**src/sv/pee_pkg.sv**
```systemverilog
// Package for the prefix expression evaluator: constants, types, controller states.
// No dependencies.
`default_nettype none
package pee_pkg;
  localparam int unsigned StackDepthDef = 64;
  localparam logic [7:0] ChPlus  = 8'h2B;
  localparam logic [7:0] ChMinus = 8'h2D;
  localparam logic [7:0] ChMul   = 8'h2A;
  localparam logic [7:0] ChDiv   = 8'h2F;
  localparam logic [7:0] ChMod   = 8'h25;
  localparam logic [7:0] ChZero  = 8'h30;
  localparam logic [7:0] ChNine  = 8'h39;
  localparam logic [7:0] ChSpace = 8'h20;

  typedef enum logic [3:0] {
    ST_IDLE, ST_PUSHNUM, ST_RD1, ST_RD2, ST_RD3, ST_CHECK, ST_ALU, ST_DIV,
    ST_WB, ST_RES, ST_OUT
  } pee_state_e;

  // controller -> datapath
  typedef struct packed {
    logic take;      // latch input beat and do char step
    logic push_num;  // push accumulator
    logic rd;        // issue stack read at count-1-rd_off
    logic [1:0] rd_off;
    logic cap_e, cap_d, cap_c; // capture read data
    logic alu;       // compute non-divide result / start divider
    logic div_step;
    logic wb;        // pop 3, push result
    logic res;       // build result
    logic clr;       // clear line state
  } pee_cmd_t;

  // datapath -> controller
  typedef struct packed {
    logic need_push; // char step needs number push
    logic last;
    logic cnt_ge3;
    logic foldable;
    logic is_div;
    logic div_done;
  } pee_sts_t;

  function automatic logic is_digit(input logic [7:0] c);
    return (c >= ChZero) && (c <= ChNine);
  endfunction

  function automatic logic is_op(input logic [7:0] c);
    return c == ChPlus || c == ChMinus || c == ChMul || c == ChDiv || c == ChMod;
  endfunction
endpackage
`default_nettype wire

```
**src/sv/pee_ctrl.sv**
```systemverilog
// Controller FSM for the prefix expression evaluator.
// Depends on pee_pkg.
`default_nettype none
module pee_ctrl import pee_pkg::*; (
  input  wire logic     clk_i,
  input  wire logic     rst_ni,
  input  wire logic     in_valid_i,
  output logic          in_ready_o,
  output logic          out_valid_o,
  input  wire logic     out_ready_i,
  input  wire pee_sts_t sts_i,
  output pee_cmd_t      cmd_o
);
  pee_state_e state_q, state_d;

  always_ff @(posedge clk_i or negedge rst_ni) begin
    if (!rst_ni) state_q <= ST_IDLE;
    else         state_q <= state_d;
  end

  always_comb begin
    state_d = state_q;
    cmd_o = '0;
    in_ready_o = 1'b0;
    out_valid_o = 1'b0;
    case (state_q)
      ST_IDLE: begin
        in_ready_o = 1'b1;
        if (in_valid_i) begin
          cmd_o.take = 1'b1;
          state_d = ST_PUSHNUM;
        end
      end
      ST_PUSHNUM: begin
        if (sts_i.need_push) begin
          cmd_o.push_num = 1'b1;
          state_d = ST_RD1;
        end else if (sts_i.last) state_d = ST_RES;
        else state_d = ST_IDLE;
      end
      ST_RD1: begin
        if (sts_i.cnt_ge3) begin
          cmd_o.rd = 1'b1; cmd_o.rd_off = 2'd0; state_d = ST_RD2;
        end else if (sts_i.last) state_d = ST_RES;
        else state_d = ST_IDLE;
      end
      ST_RD2: begin
        cmd_o.cap_e = 1'b1; cmd_o.rd = 1'b1; cmd_o.rd_off = 2'd1; state_d = ST_RD3;
      end
      ST_RD3: begin
        cmd_o.cap_d = 1'b1; cmd_o.rd = 1'b1; cmd_o.rd_off = 2'd2; state_d = ST_CHECK;
      end
      ST_CHECK: begin
        cmd_o.cap_c = 1'b1; state_d = ST_ALU;
      end
      ST_ALU: begin
        if (!sts_i.foldable) begin
          state_d = sts_i.last ? ST_RES : ST_IDLE;
        end else begin
          cmd_o.alu = 1'b1;
          state_d = sts_i.is_div ? ST_DIV : ST_WB;
        end
      end
      ST_DIV: begin
        cmd_o.div_step = 1'b1;
        if (sts_i.div_done) state_d = ST_WB;
      end
      ST_WB: begin
        cmd_o.wb = 1'b1; state_d = ST_RD1;
      end
      ST_RES: begin
        cmd_o.res = 1'b1; state_d = ST_OUT;
      end
      ST_OUT: begin
        out_valid_o = 1'b1;
        if (out_ready_i) begin
          cmd_o.clr = 1'b1; state_d = ST_IDLE;
        end
      end
      default: state_d = ST_IDLE;
    endcase
  end
endmodule
`default_nettype wire

```
**src/sv/pee_dp.sv**
```systemverilog
// Datapath for the prefix expression evaluator: stack memory, accumulator,
// ALU and a radix-2 divider. Depends on pee_pkg.
`default_nettype none
module pee_dp import pee_pkg::*; #(
  parameter int unsigned StackDepth = StackDepthDef
) (
  input  wire logic        clk_i,
  input  wire logic        rst_ni,
  input  wire logic [7:0]  char_i,
  input  wire logic        last_i,
  input  wire pee_cmd_t    cmd_i,
  output pee_sts_t         sts_o,
  output logic [31:0]      value_o,
  output logic             legal_o
);
  localparam int unsigned AW = $clog2(StackDepth);
  localparam int unsigned CW = $clog2(StackDepth + 1);

  logic [32:0] mem [StackDepth];
  logic [32:0] rdata_q;
  logic [32:0] ent_e_q, ent_d_q, ent_c_q;
  logic [CW-1:0] cnt_q;
  logic [31:0] acc_q;
  logic [7:0] prev_q, char_q;
  logic last_q, err_q, push_q;
  logic [31:0] res_q, value_q;
  logic legal_q;
  logic [31:0] bottom_q;   // entry 0 shadow
  logic bottom_num_q;
  // divider
  logic [31:0] dq_q, drem_q, dvs_q;
  logic [5:0] dcnt_q;
  logic dneg_q, rneg_q, dmod_q;

  wire full = (cnt_q == CW'(StackDepth));

  // push port
  logic        wr_en;
  logic [32:0] wr_data;
  logic [CW-1:0] wr_cnt;   // count before push
  always_comb begin
    wr_en = 1'b0; wr_data = '0; wr_cnt = cnt_q;
    if (cmd_i.take && is_op(char_i)) begin
      wr_en = 1'b1; wr_data = {25'd0, char_i};
    end else if (cmd_i.push_num) begin
      wr_en = 1'b1; wr_data = {1'b1, acc_q};
    end else if (cmd_i.wb) begin
      wr_en = 1'b1; wr_data = {1'b1, res_q}; wr_cnt = cnt_q - CW'(3);
    end
  end

  logic [CW-1:0] rd_idx;
  assign rd_idx = cnt_q - CW'(1) - CW'(cmd_i.rd_off);

  always_ff @(posedge clk_i) begin
    if (wr_en && wr_cnt != CW'(StackDepth)) mem[wr_cnt[AW-1:0]] <= wr_data;
    if (cmd_i.rd) rdata_q <= mem[rd_idx[AW-1:0]];
  end

  // ALU and divider operands
  wire [31:0] a = ent_d_q[31:0];
  wire [31:0] b = ent_e_q[31:0];
  wire [7:0]  op = ent_c_q[7:0];
  wire [31:0] ma = a[31] ? -a : a;
  wire [31:0] mb = b[31] ? -b : b;
  wire [32:0] trial = {drem_q, dq_q[31]} - {1'b0, dvs_q};

  logic [31:0] alu_r;
  always_comb begin
    case (op)
      ChPlus:  alu_r = a + b;
      ChMinus: alu_r = a - b;
      ChMul:   alu_r = a * b;
      default: alu_r = '0;
    endcase
  end

  always_ff @(posedge clk_i or negedge rst_ni) begin
    if (!rst_ni) begin
      cnt_q <= '0; acc_q <= '0; prev_q <= '0; err_q <= 1'b0;
      last_q <= 1'b0; char_q <= '0; push_q <= 1'b0;
      legal_q <= 1'b0; value_q <= '0; bottom_num_q <= 1'b0;
    end else begin
      if (cmd_i.take) begin
        char_q <= char_i; last_q <= last_i; prev_q <= char_i;
        push_q <= (char_i == ChSpace && is_digit(prev_q)) || (last_i && is_digit(char_i));
        if (char_i == ChSpace) begin
          if (prev_q == 8'd0) err_q <= 1'b1;
        end else if (!is_op(char_i)) acc_q <= acc_q * 32'd10 + ({24'd0, char_i} - 32'd48);
        if (is_op(char_i)) begin
          if (full) err_q <= 1'b1; else cnt_q <= cnt_q + CW'(1);
        end
      end
      if (cmd_i.push_num) begin
        acc_q <= '0;
        if (full) err_q <= 1'b1; else cnt_q <= cnt_q + CW'(1);
      end
      if (cmd_i.wb) begin
        cnt_q <= cnt_q - CW'(2);
        if (cmd_i.wb && (op == ChDiv || op == ChMod) && b == 32'd0) err_q <= 1'b1;
      end
      if (cmd_i.res) begin
        legal_q <= !err_q && cnt_q == CW'(1) && bottom_num_q;
        value_q <= (!err_q && cnt_q == CW'(1) && bottom_num_q) ? bottom_q : 32'd0;
      end
      if (wr_en && wr_cnt == CW'(0)) bottom_num_q <= wr_data[32];
      if (cmd_i.clr) begin
        cnt_q <= '0; acc_q <= '0; prev_q <= '0; err_q <= 1'b0;
      end
    end
  end

  always_ff @(posedge clk_i) begin
    if (wr_en && wr_cnt == CW'(0)) bottom_q <= wr_data[31:0];
    if (cmd_i.cap_e) ent_e_q <= rdata_q;
    if (cmd_i.cap_d) ent_d_q <= rdata_q;
    if (cmd_i.cap_c) ent_c_q <= rdata_q;
    if (cmd_i.alu) begin
      res_q <= alu_r;
      dq_q <= ma; drem_q <= '0; dvs_q <= mb; dcnt_q <= '0;
      dneg_q <= a[31] ^ b[31]; rneg_q <= a[31]; dmod_q <= (op == ChMod);
    end
    if (cmd_i.div_step) begin
      if (dcnt_q == 6'd32) begin
        if (dvs_q == 32'd0) res_q <= '0;
        else if (dmod_q) res_q <= rneg_q ? -drem_q : drem_q;
        else res_q <= dneg_q ? -dq_q : dq_q;
      end else begin
        dcnt_q <= dcnt_q + 6'd1;
        if (!trial[32]) begin
          drem_q <= trial[31:0]; dq_q <= {dq_q[30:0], 1'b1};
        end else begin
          drem_q <= {drem_q[30:0], dq_q[31]}; dq_q <= {dq_q[30:0], 1'b0};
        end
      end
    end
  end

  assign sts_o.need_push = push_q;
  assign sts_o.last      = last_q;
  assign sts_o.cnt_ge3   = cnt_q >= CW'(3);
  assign sts_o.foldable  = !ent_c_q[32] && ent_d_q[32] && ent_e_q[32];
  assign sts_o.is_div    = (op == ChDiv) || (op == ChMod);
  assign sts_o.div_done  = dcnt_q == 6'd32;
  assign value_o = value_q;
  assign legal_o = legal_q;

  // char_q and the upper bits of an operator entry carry nothing
  logic unused;
  assign unused = ^{char_q, ent_c_q[31:8]};
endmodule
`default_nettype wire

```
**src/sv/prefix_expression_evaluator.sv**
```systemverilog
// Prefix expression evaluator top: one character per input beat, one result beat
// per line. A character that ends a number pushes it; the stack top is then read
// three entries deep and folded while it can, each fold by the ALU and write-back,
// with the one-bit-per-cycle divider for / and %. Line end holds the result through
// output stall. One beat is worked on at a time. Reset (rst_ni low, async) clears
// line state; stack contents stay undefined and are never read before written.
// Depends on pee_pkg, pee_ctrl, pee_dp.
`default_nettype none
module prefix_expression_evaluator import pee_pkg::*; #(
  parameter int unsigned StackDepth = StackDepthDef
) (
  input  wire logic        clk_i,
  input  wire logic        rst_ni,
  input  wire logic        s_axis_tvalid,
  output logic             s_axis_tready,
  input  wire logic [7:0]  s_axis_tdata,   // [7:0] char_code
  input  wire logic        s_axis_tlast,   // line_end
  output logic             m_axis_tvalid,
  input  wire logic        m_axis_tready,
  output logic [31:0]      m_axis_tdata,   // [31:0] value
  output logic             m_axis_tuser    // legal
);
  pee_cmd_t cmd;
  pee_sts_t sts;

  pee_ctrl u_ctrl (
    .clk_i, .rst_ni,
    .in_valid_i (s_axis_tvalid), .in_ready_o (s_axis_tready),
    .out_valid_o(m_axis_tvalid), .out_ready_i(m_axis_tready),
    .sts_i(sts), .cmd_o(cmd)
  );

  pee_dp #(.StackDepth(StackDepth)) u_dp (
    .clk_i, .rst_ni,
    .char_i(s_axis_tdata), .last_i(s_axis_tlast),
    .cmd_i(cmd), .sts_o(sts),
    .value_o(m_axis_tdata), .legal_o(m_axis_tuser)
  );
endmodule
`default_nettype wire

```
**config.mk**
```make
export PLATFORM = sky130hd
export DESIGN_NAME = prefix_expression_evaluator
export DESIGN_NICKNAME = d
export VERILOG_FILES = /design/src/sv/pee_pkg.sv /design/src/sv/pee_ctrl.sv /design/src/sv/pee_dp.sv /design/src/sv/prefix_expression_evaluator.sv
export SDC_FILE = /design/constraint.sdc
export NUM_CORES = 2
export LEC_CHECK = 0
export BUFFER_PORTS_ARGS = -buffer_cell sky130_fd_sc_hd__buf_2
export CAP_MARGIN = 15
export CORE_ASPECT_RATIO = 1.75
export CORE_MARGIN = 10
export CORE_UTILIZATION = 56
export DETAILED_ROUTE_END_ITERATION = 8
export GPL_TIMING_DRIVEN = 0
export PLACE_DENSITY = 0.72
export SLEW_MARGIN = 20
export SYNTH_ARGS = -nofsm -noshare
export SYNTH_HDL_FRONTEND = slang
export SYNTH_SLANG_ARGS = --single-unit
```
**constraint.sdc**
```tcl
create_clock -name clk_i -period 10.43 [get_ports clk_i]
set_input_delay 1.043 -clock clk_i [delete_from_list [all_inputs] [get_ports clk_i]]
set_output_delay 1.043 -clock clk_i [all_outputs]
set_load 0.02 [all_outputs]
```
==> impl_results.md <==
- CTS tree: yes
- Worst EP required: 11.14 ns
- Final Hold Viols: 0
- Synthesized cell area: 0.119 mm²
- Remaining Overflow, GRT: 0
- Num CTS Buffers: about 210
- Synthesis Warnings: 0
- Vias in the first global route: about 74,000
- Slowest CP cell: a221oi_1
- Clock Latency Late Sink: 0.92 ns
- Slew Viols, Final: 0
- Largest area contributor in the netlist: edfxtp_1
- Post-CTS Hold Buffers: 0
- Worst-path fanout max: 10
- Die H: 630 µm
- Commonest non-fill, non-tap cell in the layout: edfxtp_1
- Antenna Violating Nets Remaining: 0
- Hold/Removal Path Class: input pin to async pin
- Initial drt markers: 7,901
- First-pass GRT wire length: 558 mm
- CTS H-tree lvls: 4
- Worst-path clk slew: 0.08 ns
- Crit path buffers/inverters: 6
- CP Class: flop to flop
- Design Area, Final: 0.134 mm²
- Startpoint types: flop
- Setup crit start: u_dp.ent_d_q[6]
- Worst r2r src: u_dp.ent_d_q[6]
- Die Footprint: 0.232 mm²
- Most frequent cells in the layout: edfxtp_1, mux4_2, inv_1, nand2_1, fa_1
- Die W: 368 µm
- Netlist cell types: 81
- Pin count of the biggest net entering global routing: 66
- Worst slew margin: 6.47%
- CP peak stage delay: 0.91 ns
- Status: finished clean
- Vias after detailed routing: 71,146
- EDFF count, synth: between 2,000 and 2,500
- Multi-input gate area: 0.0438 mm²
- Routed Wire Length: ~400 mm
- Final nets: 8,342
- Fill cell count: 14,594
- Final period util: between 90 and 100%
- CTS Sinks: 2,477
- I/O Buffers: 47
- Crit path capture type: flop
- Area Growth Syn to Fin: 13.0%
- Residual DRC count: 0
- Max Cap Viol: 0
- DP Wirelength: about 290 mm
- Slew of the pin with the lowest slew margin: 1.39 ns
- Drt via density: 6.68
- Top cell by count, worst path: fa_1
- Register area share after synthesis: between 60 and 70%
- Row count: ~220
- Total Routing Usage GR: 34.4%
- Skew final: 0.0714 ns
- CTS root buf: clkbuf_16
- Starting Density: a little under three fifths
- Routed WL per cell: between 30 and 40 µm
- Syn Inst Count: 7,209
- I/O Pins: 48
- Post-Syn Nets: slightly below 8,000
- Synth Flop Type: edfxtp_1
- GPL Wtd Cong: 1.04
- Ratio of cells with drive above 1 in the final layout: 18.0%
- Ys async rst share: roughly 3.6%
- # resized after CTS: 0
- Yosys reg bits: about 2,500
- Area after DPL: 0.127 mm²
- Avg Cell Area, Syn: 16.5 µm²
- Final setup vio count: 0
- RSZ-0062 raised after global routing: false
- Setup bufs post-CTS: 0
- CP arrival: 10.69 ns
- Core area: ~0.21 mm²
- Setup tns final: 0 ns
- Initial antenna violation count: 59
- CP top delay family: adder cells
- Sequential standard cell area: 0.0729 mm²
- Top post-synthesis cells by area: edfxtp_1, mux4_2, fa_1, ha_1, dfrtp_1
- Clock Path Buffers: 4
- Final min period: 9.98 ns
- Max Freq: 100 MHz
- Total iterations of the first detailed-routing run: 6
- Share of the synthesized area in the top cell type: 57.8%
## worst reg2reg max path, delay by kind of cell, from the launching register on
family | cells | cell delay (ns)
buf+inv | 6 | 1.72
flops | 1 | 0.57
simple gates | 1 | 0.26
fa+ha+maj | 9 | 3.69
xor+xnor | 1 | 0.29
compound gates | 9 | 3.31
## stage by stage
stage / setup slack (ns) / hold WS [ns] / cells / util (%)
floorplan: 3.07 / 0.421 / 7209 / -
global placement: 0.237 / 0.427 / 10068 / 58.1
detailed placement: 0.482 / 0.434 / 10224 / 60.3
CTS: 0.439 / 0.125 / 10606 / 63.6
global route: 0.343 / 0.160 / 10621 / 63.7
finish: 0.450 / 0.141 / 10645 / 63.7
## synth_stat cells, types with 25 or more instances
cell	instances
a21o_1	77
a21oi_1	157
a22o_1	99
and2_1	316
buf_1	62
clkbuf_1	324
dfrtp_1	88
dfxtp_1	102
edfxtp_1	2287
fa_1	413
ha_1	288
inv_1	465
mux4_2	693
nand2_1	424
nand2b_1	27
nand3_1	94
nor2_1	214
nor2b_1	27
nor3_1	48
nor4_1	29
o21a_1	26
o21ai_0	163
o22ai_1	42
o311ai_0	25
o31ai_1	49
or3_1	31
xnor2_1	218
xor2_1	134
## worst paths after layout
kind | to | slack, ns | depth (start not counted)
max in group asynchronous | u_dp.value_o[30] | 9.61 | 2
min in group clk_i | u_ctrl.state_q[3] | 0.43 | 2
hold / removal | u_dp.value_o[14] | 0.14 | 1
hold reg to reg | u_dp.ent_d_q[19] | 0.45 | 0
setup reg to reg | u_dp.res_q[23] | 0.45 | 26
setup / recovery | u_dp.res_q[23] | 0.45 | 26
## final cells by class
cell class / count / area share, %
Sequential cell: 2477 / 54.3
Clock inverter: 134 / 1.04
Tap cell: 2812 / 2.62
Timing Repair Buffer: 204 / 2.87
Antenna cell: 38 / 0.0708
Buffer: 388 / 1.12
Multi-Input combinational cell: 3879 / 32.6
Clock buffer: 248 / 4.12
Inverter: 465 / 1.30
## sequential cells by signal, indices dropped and copies added (netlist names), 8 cells and up
signal         flops
u_dp.acc_q        32
u_dp.bottom_q     32
u_dp.dq_q         32
u_dp.drem_q       32
u_dp.dvs_q        32
u_dp.ent_c_q       9
u_dp.ent_d_q      33
u_dp.ent_e_q      33
u_dp.mem        2112
u_dp.prev_q        8
u_dp.rdata_q      33
u_dp.res_q        32
u_dp.value_o      32
## layer usage
metal / vias up / share of wire, % / global-route usage, %
li1: 28385 / - / -
met1: 36535 / 29 / 34.0
met2: 4570 / 51 / 59.1
met3: 1628 / 7.6 / 6.52
met4: 28 / 13 / 34.0
met5: - / 0.050 / 0
## cell families after synthesis
| group | Yosys count | share of synthesized area, % |
|---|---|---|
| buf+inv | 853 | 2.70 |
| fa+ha+maj | 701 | 9.99 |
| mux | 703 | 13.2 |
| simple gates | 1298 | 5.42 |
| compound gates | 825 | 4.76 |
| xor+xnor | 352 | 2.59 |
| flops | 2477 | 61.3 |
Power is not shown: default switching activity piles up to over one toggle a cycle in this logic, so the estimate is an artifact.
